### config.mk
export PLATFORM = sky130hd
export DESIGN_NAME = square_pseudo_angle
export DESIGN_NICKNAME = d
export VERILOG_FILES = /design/src/rtl/sqpa_pkg.sv /design/src/rtl/sqpa_front.sv /design/src/rtl/sqpa_queue.sv /design/src/rtl/sqpa_back.sv /design/src/rtl/square_pseudo_angle.sv
export SDC_FILE = /design/constraint.sdc
export NUM_CORES = 1
export LEC_CHECK = 0
export BUFFER_PORTS_ARGS = -buffer_cell sky130_fd_sc_hd__buf_4
export CAP_MARGIN = 20
export CORE_MARGIN = 3
export CORE_UTILIZATION = 69
export CTS_BUF_LIST = sky130_fd_sc_hd__clkbuf_8 sky130_fd_sc_hd__clkbuf_16
export DETAILED_ROUTE_END_ITERATION = 16
export GPL_TIMING_DRIVEN = 0
export PLACE_DENSITY = 0.86
export SKIP_CTS_REPAIR_TIMING = 1
export SLEW_MARGIN = 0
export SYNTH_ARGS = -nofsm -noshare
export SYNTH_HDL_FRONTEND = slang
export SYNTH_SLANG_ARGS = --single-unit
### constraint.sdc
create_clock -name clk -period 45.8 [get_ports clk]
set_input_delay 11.45 -clock clk [delete_from_list [all_inputs] [get_ports clk]]
set_output_delay 11.45 -clock clk [all_outputs]
set_load 0.02 [all_outputs]
### src/rtl/sqpa_pkg.sv
package sqpa_pkg;

  // Octant bases in units of one, placed above the fraction bits.
  localparam logic [3:0] BASE_0 = 4'd0;
  localparam logic [3:0] BASE_2 = 4'd2;
  localparam logic [3:0] BASE_4 = 4'd4;
  localparam logic [3:0] BASE_6 = 4'd6;
  localparam logic [3:0] BASE_8 = 4'd8;

  // Classification of one word, carried next to the divider operands.
  typedef struct packed {
    logic [3:0] base;
    logic       add;
    logic       zero_vec;
  } ctrl_t;

endpackage

### src/rtl/sqpa_front.sv
module sqpa_front #(
  parameter int COORD_WIDTH = 16
) (
  input  logic [COORD_WIDTH-1:0] x_coord,
  input  logic [COORD_WIDTH-1:0] y_coord,
  output logic [COORD_WIDTH-1:0] num,
  output logic [COORD_WIDTH-1:0] den,
  output sqpa_pkg::ctrl_t        ctrl
);
  import sqpa_pkg::*;

  logic                   x_neg;
  logic                   y_neg;
  logic [COORD_WIDTH-1:0] ax;
  logic [COORD_WIDTH-1:0] ay;
  logic                   x_ge;
  logic                   x_le;

  // Magnitudes; the most negative value maps to its unsigned magnitude.
  assign x_neg = x_coord[COORD_WIDTH-1];
  assign y_neg = y_coord[COORD_WIDTH-1];
  assign ax    = x_neg ? (~x_coord + 1'b1) : x_coord;
  assign ay    = y_neg ? (~y_coord + 1'b1) : y_coord;
  assign x_ge  = (ax >= ay);
  assign x_le  = (ax <= ay);

  // Pick the octant, its base and the operand order of the ratio.
  always_comb begin
    ctrl.zero_vec = (ax == '0) && (ay == '0);
    if (!y_neg && !x_neg) begin
      if (x_ge) begin
        ctrl.base = BASE_0; ctrl.add = 1'b1; num = ay; den = ax;
      end else begin
        ctrl.base = BASE_2; ctrl.add = 1'b0; num = ax; den = ay;
      end
    end else if (!y_neg) begin
      if (x_le) begin
        ctrl.base = BASE_2; ctrl.add = 1'b1; num = ax; den = ay;
      end else begin
        ctrl.base = BASE_4; ctrl.add = 1'b0; num = ay; den = ax;
      end
    end else if (x_neg || (ax == '0)) begin
      if (x_ge) begin
        ctrl.base = BASE_4; ctrl.add = 1'b1; num = ay; den = ax;
      end else begin
        ctrl.base = BASE_6; ctrl.add = 1'b0; num = ax; den = ay;
      end
    end else begin
      if (x_le) begin
        ctrl.base = BASE_6; ctrl.add = 1'b1; num = ax; den = ay;
      end else begin
        ctrl.base = BASE_8; ctrl.add = 1'b0; num = ay; den = ax;
      end
    end
  end

endmodule

### src/rtl/sqpa_queue.sv
module sqpa_queue #(
  parameter int DATA_W = 38
) (
  input  logic              clk,
  input  logic              rst,
  input  logic              in_valid,
  output logic              in_ready,
  input  logic [DATA_W-1:0] in_data,
  output logic              out_valid,
  input  logic              out_ready,
  output logic [DATA_W-1:0] out_data
);

  logic [DATA_W-1:0] mem [2];
  logic              wr_ptr;
  logic              rd_ptr;
  logic [1:0]        count;
  logic              push;
  logic              pop;

  // Two-entry queue; full and empty follow from the fill count.
  assign in_ready  = (count != 2'd2);
  assign out_valid = (count != 2'd0);
  assign push      = in_valid && in_ready;
  assign pop       = out_ready && out_valid;
  assign out_data  = mem[rd_ptr];

  // Storage is written at the tail.
  always_ff @(posedge clk) begin
    if (push) begin
      mem[wr_ptr] <= in_data;
    end
  end

  // Pointers and count.
  always_ff @(posedge clk) begin
    if (rst) begin
      wr_ptr <= 1'b0;
      rd_ptr <= 1'b0;
      count  <= 2'd0;
    end else begin
      if (push) begin
        wr_ptr <= ~wr_ptr;
      end
      if (pop) begin
        rd_ptr <= ~rd_ptr;
      end
      count <= count + {1'b0, push} - {1'b0, pop};
    end
  end

`ifndef SYNTHESIS
  // The count never runs past the depth.
  a_count_range: assert property (@(posedge clk) disable iff (rst) count != 2'd3)
    else $error("queue count out of range");
  // The pointers differ exactly when the queue holds one word.
  a_ptr_count: assert property (@(posedge clk) disable iff (rst)
    (wr_ptr != rd_ptr) == (count == 2'd1))
    else $error("queue pointers disagree with count");
`endif

endmodule

### src/rtl/sqpa_back.sv
module sqpa_back #(
  parameter int COORD_WIDTH = 16,
  parameter int FRAC_BITS   = 16
) (
  input  logic                   clk,
  input  logic                   rst,
  input  logic                   in_valid,
  output logic                   in_ready,
  input  logic [COORD_WIDTH-1:0] num,
  input  logic [COORD_WIDTH-1:0] den,
  input  sqpa_pkg::ctrl_t        ctrl,
  output logic                   out_valid,
  input  logic                   out_ready,
  output logic [FRAC_BITS+3:0]   pseudo_angle,
  output logic                   undefined
);
  import sqpa_pkg::*;

  localparam int W   = COORD_WIDTH;
  localparam int F   = FRAC_BITS;
  localparam int STG = F + 1;

  logic           en;
  logic [STG-1:0] vld;
  logic [W-1:0]   rem [STG];
  logic [W-1:0]   dvs [STG];
  logic [F:0]     quo [STG];
  ctrl_t          ctl [STG];
  logic           first_bit;
  logic [W-1:0]   first_rem;
  logic [F+3:0]   base_ext;
  logic [F+3:0]   quo_ext;

  // The whole pipeline moves when the output register is free or drained.
  assign en       = !out_valid || out_ready;
  assign in_ready = en;

  // First step: the ratio is at most one, so the integer bit is a compare.
  assign first_bit = (num >= den);
  assign first_rem = first_bit ? (num - den) : num;

  always_ff @(posedge clk) begin
    if (en) begin
      rem[0] <= first_rem;
      dvs[0] <= den;
      quo[0] <= {{F{1'b0}}, first_bit};
      ctl[0] <= ctrl;
    end
  end

  // One restoring step per stage for each fraction bit.
  for (genvar i = 1; i < STG; i++) begin : g_step
    logic [W:0] trial;
    logic [W:0] diff;
    logic       bit_q;

    assign trial = {rem[i-1], 1'b0};
    assign diff  = trial - {1'b0, dvs[i-1]};
    assign bit_q = (trial >= {1'b0, dvs[i-1]});

    always_ff @(posedge clk) begin
      if (en) begin
        rem[i] <= bit_q ? diff[W-1:0] : trial[W-1:0];
        dvs[i] <= dvs[i-1];
        quo[i] <= {quo[i-1][F-1:0], bit_q};
        ctl[i] <= ctl[i-1];
      end
    end
  end

  // Stage valid bits.
  always_ff @(posedge clk) begin
    if (rst) begin
      vld       <= '0;
      out_valid <= 1'b0;
    end else if (en) begin
      vld       <= {vld[STG-2:0], in_valid};
      out_valid <= vld[STG-1];
    end
  end

  // Apply the quotient to the octant base.
  assign base_ext = {ctl[STG-1].base, {F{1'b0}}};
  assign quo_ext  = {3'b000, quo[STG-1]};

  always_ff @(posedge clk) begin
    if (en) begin
      undefined <= ctl[STG-1].zero_vec;
      if (ctl[STG-1].zero_vec) begin
        pseudo_angle <= '0;
      end else if (ctl[STG-1].add) begin
        pseudo_angle <= base_ext + quo_ext;
      end else begin
        pseudo_angle <= base_ext - quo_ext;
      end
    end
  end

`ifndef SYNTHESIS
  // The zero vector always reads as angle zero.
  a_zero_out: assert property (@(posedge clk) disable iff (rst)
    out_valid && undefined |-> pseudo_angle == '0)
    else $error("zero vector gave a nonzero angle");
  // A result never exceeds eight.
  a_range: assert property (@(posedge clk) disable iff (rst)
    out_valid |-> pseudo_angle <= {BASE_8, {F{1'b0}}})
    else $error("pseudo angle above eight");
`endif

endmodule

### src/rtl/square_pseudo_angle.sv
// Square pseudo-angle of a signed vector: a value in [0, 8] with FRAC_BITS
// fraction bits that rises with the polar angle counter-clockwise from the
// positive x axis; the zero vector gives 0 with undefined set. One word is
// accepted every cycle while the output side keeps up. An accepted word is
// held in the two-entry input queue, then moves through the FRAC_BITS + 1
// stages of the bit-per-stage restoring divider, whose last stage feeds the
// output register. A stall at the output halts the divider pipeline; the
// queue then absorbs up to two more words before in_ready falls.
module square_pseudo_angle #(
  parameter int COORD_WIDTH = 16,
  parameter int FRAC_BITS   = 16
) (
  input  logic                   clk,
  input  logic                   rst,
  input  logic                   in_valid,
  output logic                   in_ready,
  input  logic [COORD_WIDTH-1:0] x_coord,
  input  logic [COORD_WIDTH-1:0] y_coord,
  output logic                   out_valid,
  input  logic                   out_ready,
  output logic [FRAC_BITS+3:0]   pseudo_angle,
  output logic                   undefined
);
  import sqpa_pkg::*;

  localparam int DATA_W = 2 * COORD_WIDTH + $bits(ctrl_t);

  logic [COORD_WIDTH-1:0] f_num;
  logic [COORD_WIDTH-1:0] f_den;
  ctrl_t                  f_ctrl;
  logic [DATA_W-1:0]      q_data;
  logic                   q_valid;
  logic                   b_ready;
  logic [COORD_WIDTH-1:0] b_num;
  logic [COORD_WIDTH-1:0] b_den;
  ctrl_t                  b_ctrl;

  // Classify the incoming word.
  sqpa_front #(
    .COORD_WIDTH(COORD_WIDTH)
  ) u_front (
    .x_coord(x_coord),
    .y_coord(y_coord),
    .num    (f_num),
    .den    (f_den),
    .ctrl   (f_ctrl)
  );

  // Queue between classification and division.
  sqpa_queue #(
    .DATA_W(DATA_W)
  ) u_queue (
    .clk      (clk),
    .rst      (rst),
    .in_valid (in_valid),
    .in_ready (in_ready),
    .in_data  ({f_num, f_den, f_ctrl}),
    .out_valid(q_valid),
    .out_ready(b_ready),
    .out_data (q_data)
  );

  assign {b_num, b_den, b_ctrl} = q_data;

  // Divide and apply the octant base.
  sqpa_back #(
    .COORD_WIDTH(COORD_WIDTH),
    .FRAC_BITS  (FRAC_BITS)
  ) u_back (
    .clk         (clk),
    .rst         (rst),
    .in_valid    (q_valid),
    .in_ready    (b_ready),
    .num         (b_num),
    .den         (b_den),
    .ctrl        (b_ctrl),
    .out_valid   (out_valid),
    .out_ready   (out_ready),
    .pseudo_angle(pseudo_angle),
    .undefined   (undefined)
  );

endmodule

==> results by group <==
Cells and area
  • Final #Nets: 4093
  • # diodes: 0
  • Syn-to-layout area delta: 10.7%
  • Share of cells above drive strength 1: 0.0995

Worst setup path
  • Worst Path Required: 46.22 ns
  • CP endpoint kind: flip-flop
  • FF-to-FF setup slack: 39.07 ns
  • Critical path peak fanout: 10
  • Worst setup SP type: input pin
  • Crit path DAT: 15.82 ns
  • Critical path class: in -> reg
  • CP startpoint: x_coord[0]

Global route
  • First-pass GRT wire length: 142000 um
  • Vias in the first global route: 27.8k
  • GR Layer Usage met3: 0.0330
  • Initial antenna violation count: 0
  • GR Util met2: 0.454
  • Pin count of the biggest net entering global routing: 77
  • Total GRT Usage: 0.267
  • Gr busiest metal: met2
  • Gr ovfl total: 0
  • Met1 Usage GRT: 0.354

Die
  • Io pins: 59
  • Die width: 259 um
  • Core area: 63200 um2
  • Die area: 67200 um2
  • Initial Util: 0.700
  • Chip height: 259 um
  • # rows: 92

Route
  • DRT iter0 DRCs: 2601
  • Drt first pass iters: 6
  • Total Wirelength: 90000 um
  • Wire length per cell: 19.3 um
  • Post-DRT Antenna Nets: 0
  • Via/cell ratio: 6.11
  • DRC viols: 0
  • Via count: 28.5k

Clocking
  • H-tree depth: 3
  • Clock Path Buffers: 3
  • Root buf cell: clkbuf_16
  • Clock-pin slew on the worst setup and hold paths: 0.06 ns
  • Total clock sinks: 868
  • Worst-Skew Late Latency: 0.64 ns
  • TritonCTS clock tree: done
  • Num CTS Buffers: 87

Logic synthesis
  • Seq/Total Area, Yosys: 0.584
  • YS warnings: 0
  • Post-Syn Area: 44200 um2
  • Main synth FF type: edfxtp_1
  • Syn avg cell area: 12.3 um2
  • Post-synth net total: 3932
  • Synth top area share: 0.574
  • Register bit count reported by yosys: 868
  • Fraction of registers with async set/reset: 0
  • Post-synth cell types: 69
  • Post-Syn Instances: 3587
  • Post-synth EDFFs: 845
  • Main area contributors after synthesis: edfxtp_1 57%, ha_1 8.3%, mux2_2 3.3%
  • Area leader, netlist: edfxtp_1

STA
  • Max-slew violations: 0
  • Tcrit/Tclk final: 0.336
  • Fmax: 0.0650 GHz
  • Fin. Hold Viols: 0
  • Fin Clk Skew: 0.0203 ns
  • Fin worst setup slack: 30.41 ns
  • Fin crit period: 15.39 ns
  • RSZ-0062 raised after global routing: false
  • Slew HR: 0.281
  • Hold_ws: 0.409 ns
  • Endpoints failing setup: 0
  • Worst slew pin tran: 1.08 ns
  • Setup TNS Final: 0 ns

Place
  • Pre-CTS WS: 29.84 ns
  • Buffers added on ports: 58
  • DP HPWL: 64500 um
  • Placer congestion estimate: 0.935

Job
  • Max_cap viols: 0

Min path
  • Worst Hold Launch: u_back.quo[1][91]$_DFFE_PP_
  • Tightest Hold Check Type: reg -> reg

Run status
  • Outcome: finished clean
-- placed cells by master (no fill, tap or decap), types with 36 or more instances in the layout --
master / count
o21a_1: 73
xnor2_1: 117
nor2_1: 218
nand2_1: 232
buf_4: 58
nand3_1: 37
nand4_1: 40
mux2_2: 129
nor4_1: 36
inv_1: 389
mux2i_1: 64
edfxtp_1: 845
nor2b_1: 69
a21oi_1: 228
a21o_1: 67
o21ai_0: 176
xor2_1: 78
nor3_1: 59
clkbuf_16: 88
clkbuf_1: 46
ha_1: 293
-- flip-flops by register name, indices dropped and copies added (netlist names), named ones only --
signal,flops
u_queue.wr_ptr,1
u_queue.count,2
u_back.quo,153
u_queue.rd_ptr,1
u_back.out_valid,1
u_queue.mem,74
u_back.undefined,1
u_back.rem,256
u_back.dvs,256
u_back.vld,17
u_back.pseudo_angle,20
u_back.ctl,85
-- per-stage QoR --
step,area (um2),util,instances
6_report,49000,0.775,4667
5_1_grt,49000,0.775,4667
4_1_cts,49000,0.775,4667
3_5_place_dp,46100,0.730,4505
3_3_place_gp,45700,0.724,4491
2_1_floorplan,44200,-,3587
-- cell families (layout without fill, tap and decap cells) --
logic type               Yosys count  in the layout  share of synthesized area
XOR/XNOR                         195            195                     0.0386
AND/OR/NAND/NOR                  832            832                     0.0917
flip-flops                       868            868                      0.584
AO/OA/AOI/OAI                    759            759                      0.111
adder cells (fa/ha/maj)          309            309                     0.0901
multiplexers                     193            193                     0.0473
buffers and inverters            431            665                     0.0371
-- synth_stat cells, types with 10 or more instances --
library cell and n:
or3_1 27, a311o_1 14, and3_1 25, edfxtp_1 845
inv_1 373, mux2i_1 64, fa_1 16, dfxtp_1 23
a311oi_1 14, o21ai_0 176, a221oi_1 12, o31a_1 22
o31ai_1 19, nor2b_1 69, or2_2 17, nor3_1 59
a21boi_0 12, clkbuf_1 47, nand2b_1 27, xor2_1 78
nand3_1 37, o21a_1 73, or4_1 10, nand4_1 40
nor4_1 36, ha_1 293, a21o_1 67, a211o_1 15
nor2_1 219, a21oi_1 228, a31oi_1 15, nand2_1 232
xnor2_1 117, mux2_2 129, a211oi_1 16
-- path summary, 6_finish.rpt --
| path | to | depth (start not counted) |
|---|---|---|
| setup / recovery | u_queue.mem[1][8]$_DFFE_PP_ | 15 |
| hold / removal | u_back.quo[1][109]$_DFFE_PP_ | 0 |
| setup reg to reg | u_back.rem[0][14]$_DFFE_PP_ | 14 |
| hold reg to reg | u_back.quo[1][109]$_DFFE_PP_ | 0 |
-- cell type report --
| type | instances | area (um2) |
|---|---|---|
| buffer | 55 | 234 |
| clock buffer | 89 | 2220 |
| clock inverter | 73 | 637 |
| fill | 3745 | 14200 |
| inverter | 376 | 1410 |
| multi-input combinational | 2288 | 16800 |
| sequential | 868 | 25800 |
| tap | 846 | 1060 |
| timing repair buffer | 72 | 806 |
-- worst max-delay path: stages --
cell and delay, ns:
buf_4 0.13, inv_1 0.13, ha_1 0.30, or4b_2 0.61, o41ai_1 0.36, xor2_1 0.30
inv_1 0.08, ha_1 0.29, and4_1 0.21, nand3_1 0.16, nor3_1 0.62, nor2_1 0.23
a31oi_4 0.38, buf_6 0.24, mux2i_1 0.32
-- layer usage --
metal,vias to the layer above,wire length [um]
li1,13600,-
met1,13700,37400
met2,1019,44100
met3,224,5190
met4,0,3330
met5,-,0
Power is not shown: default switching activity piles up to over one toggle a cycle in this logic, so the estimate is an artifact.
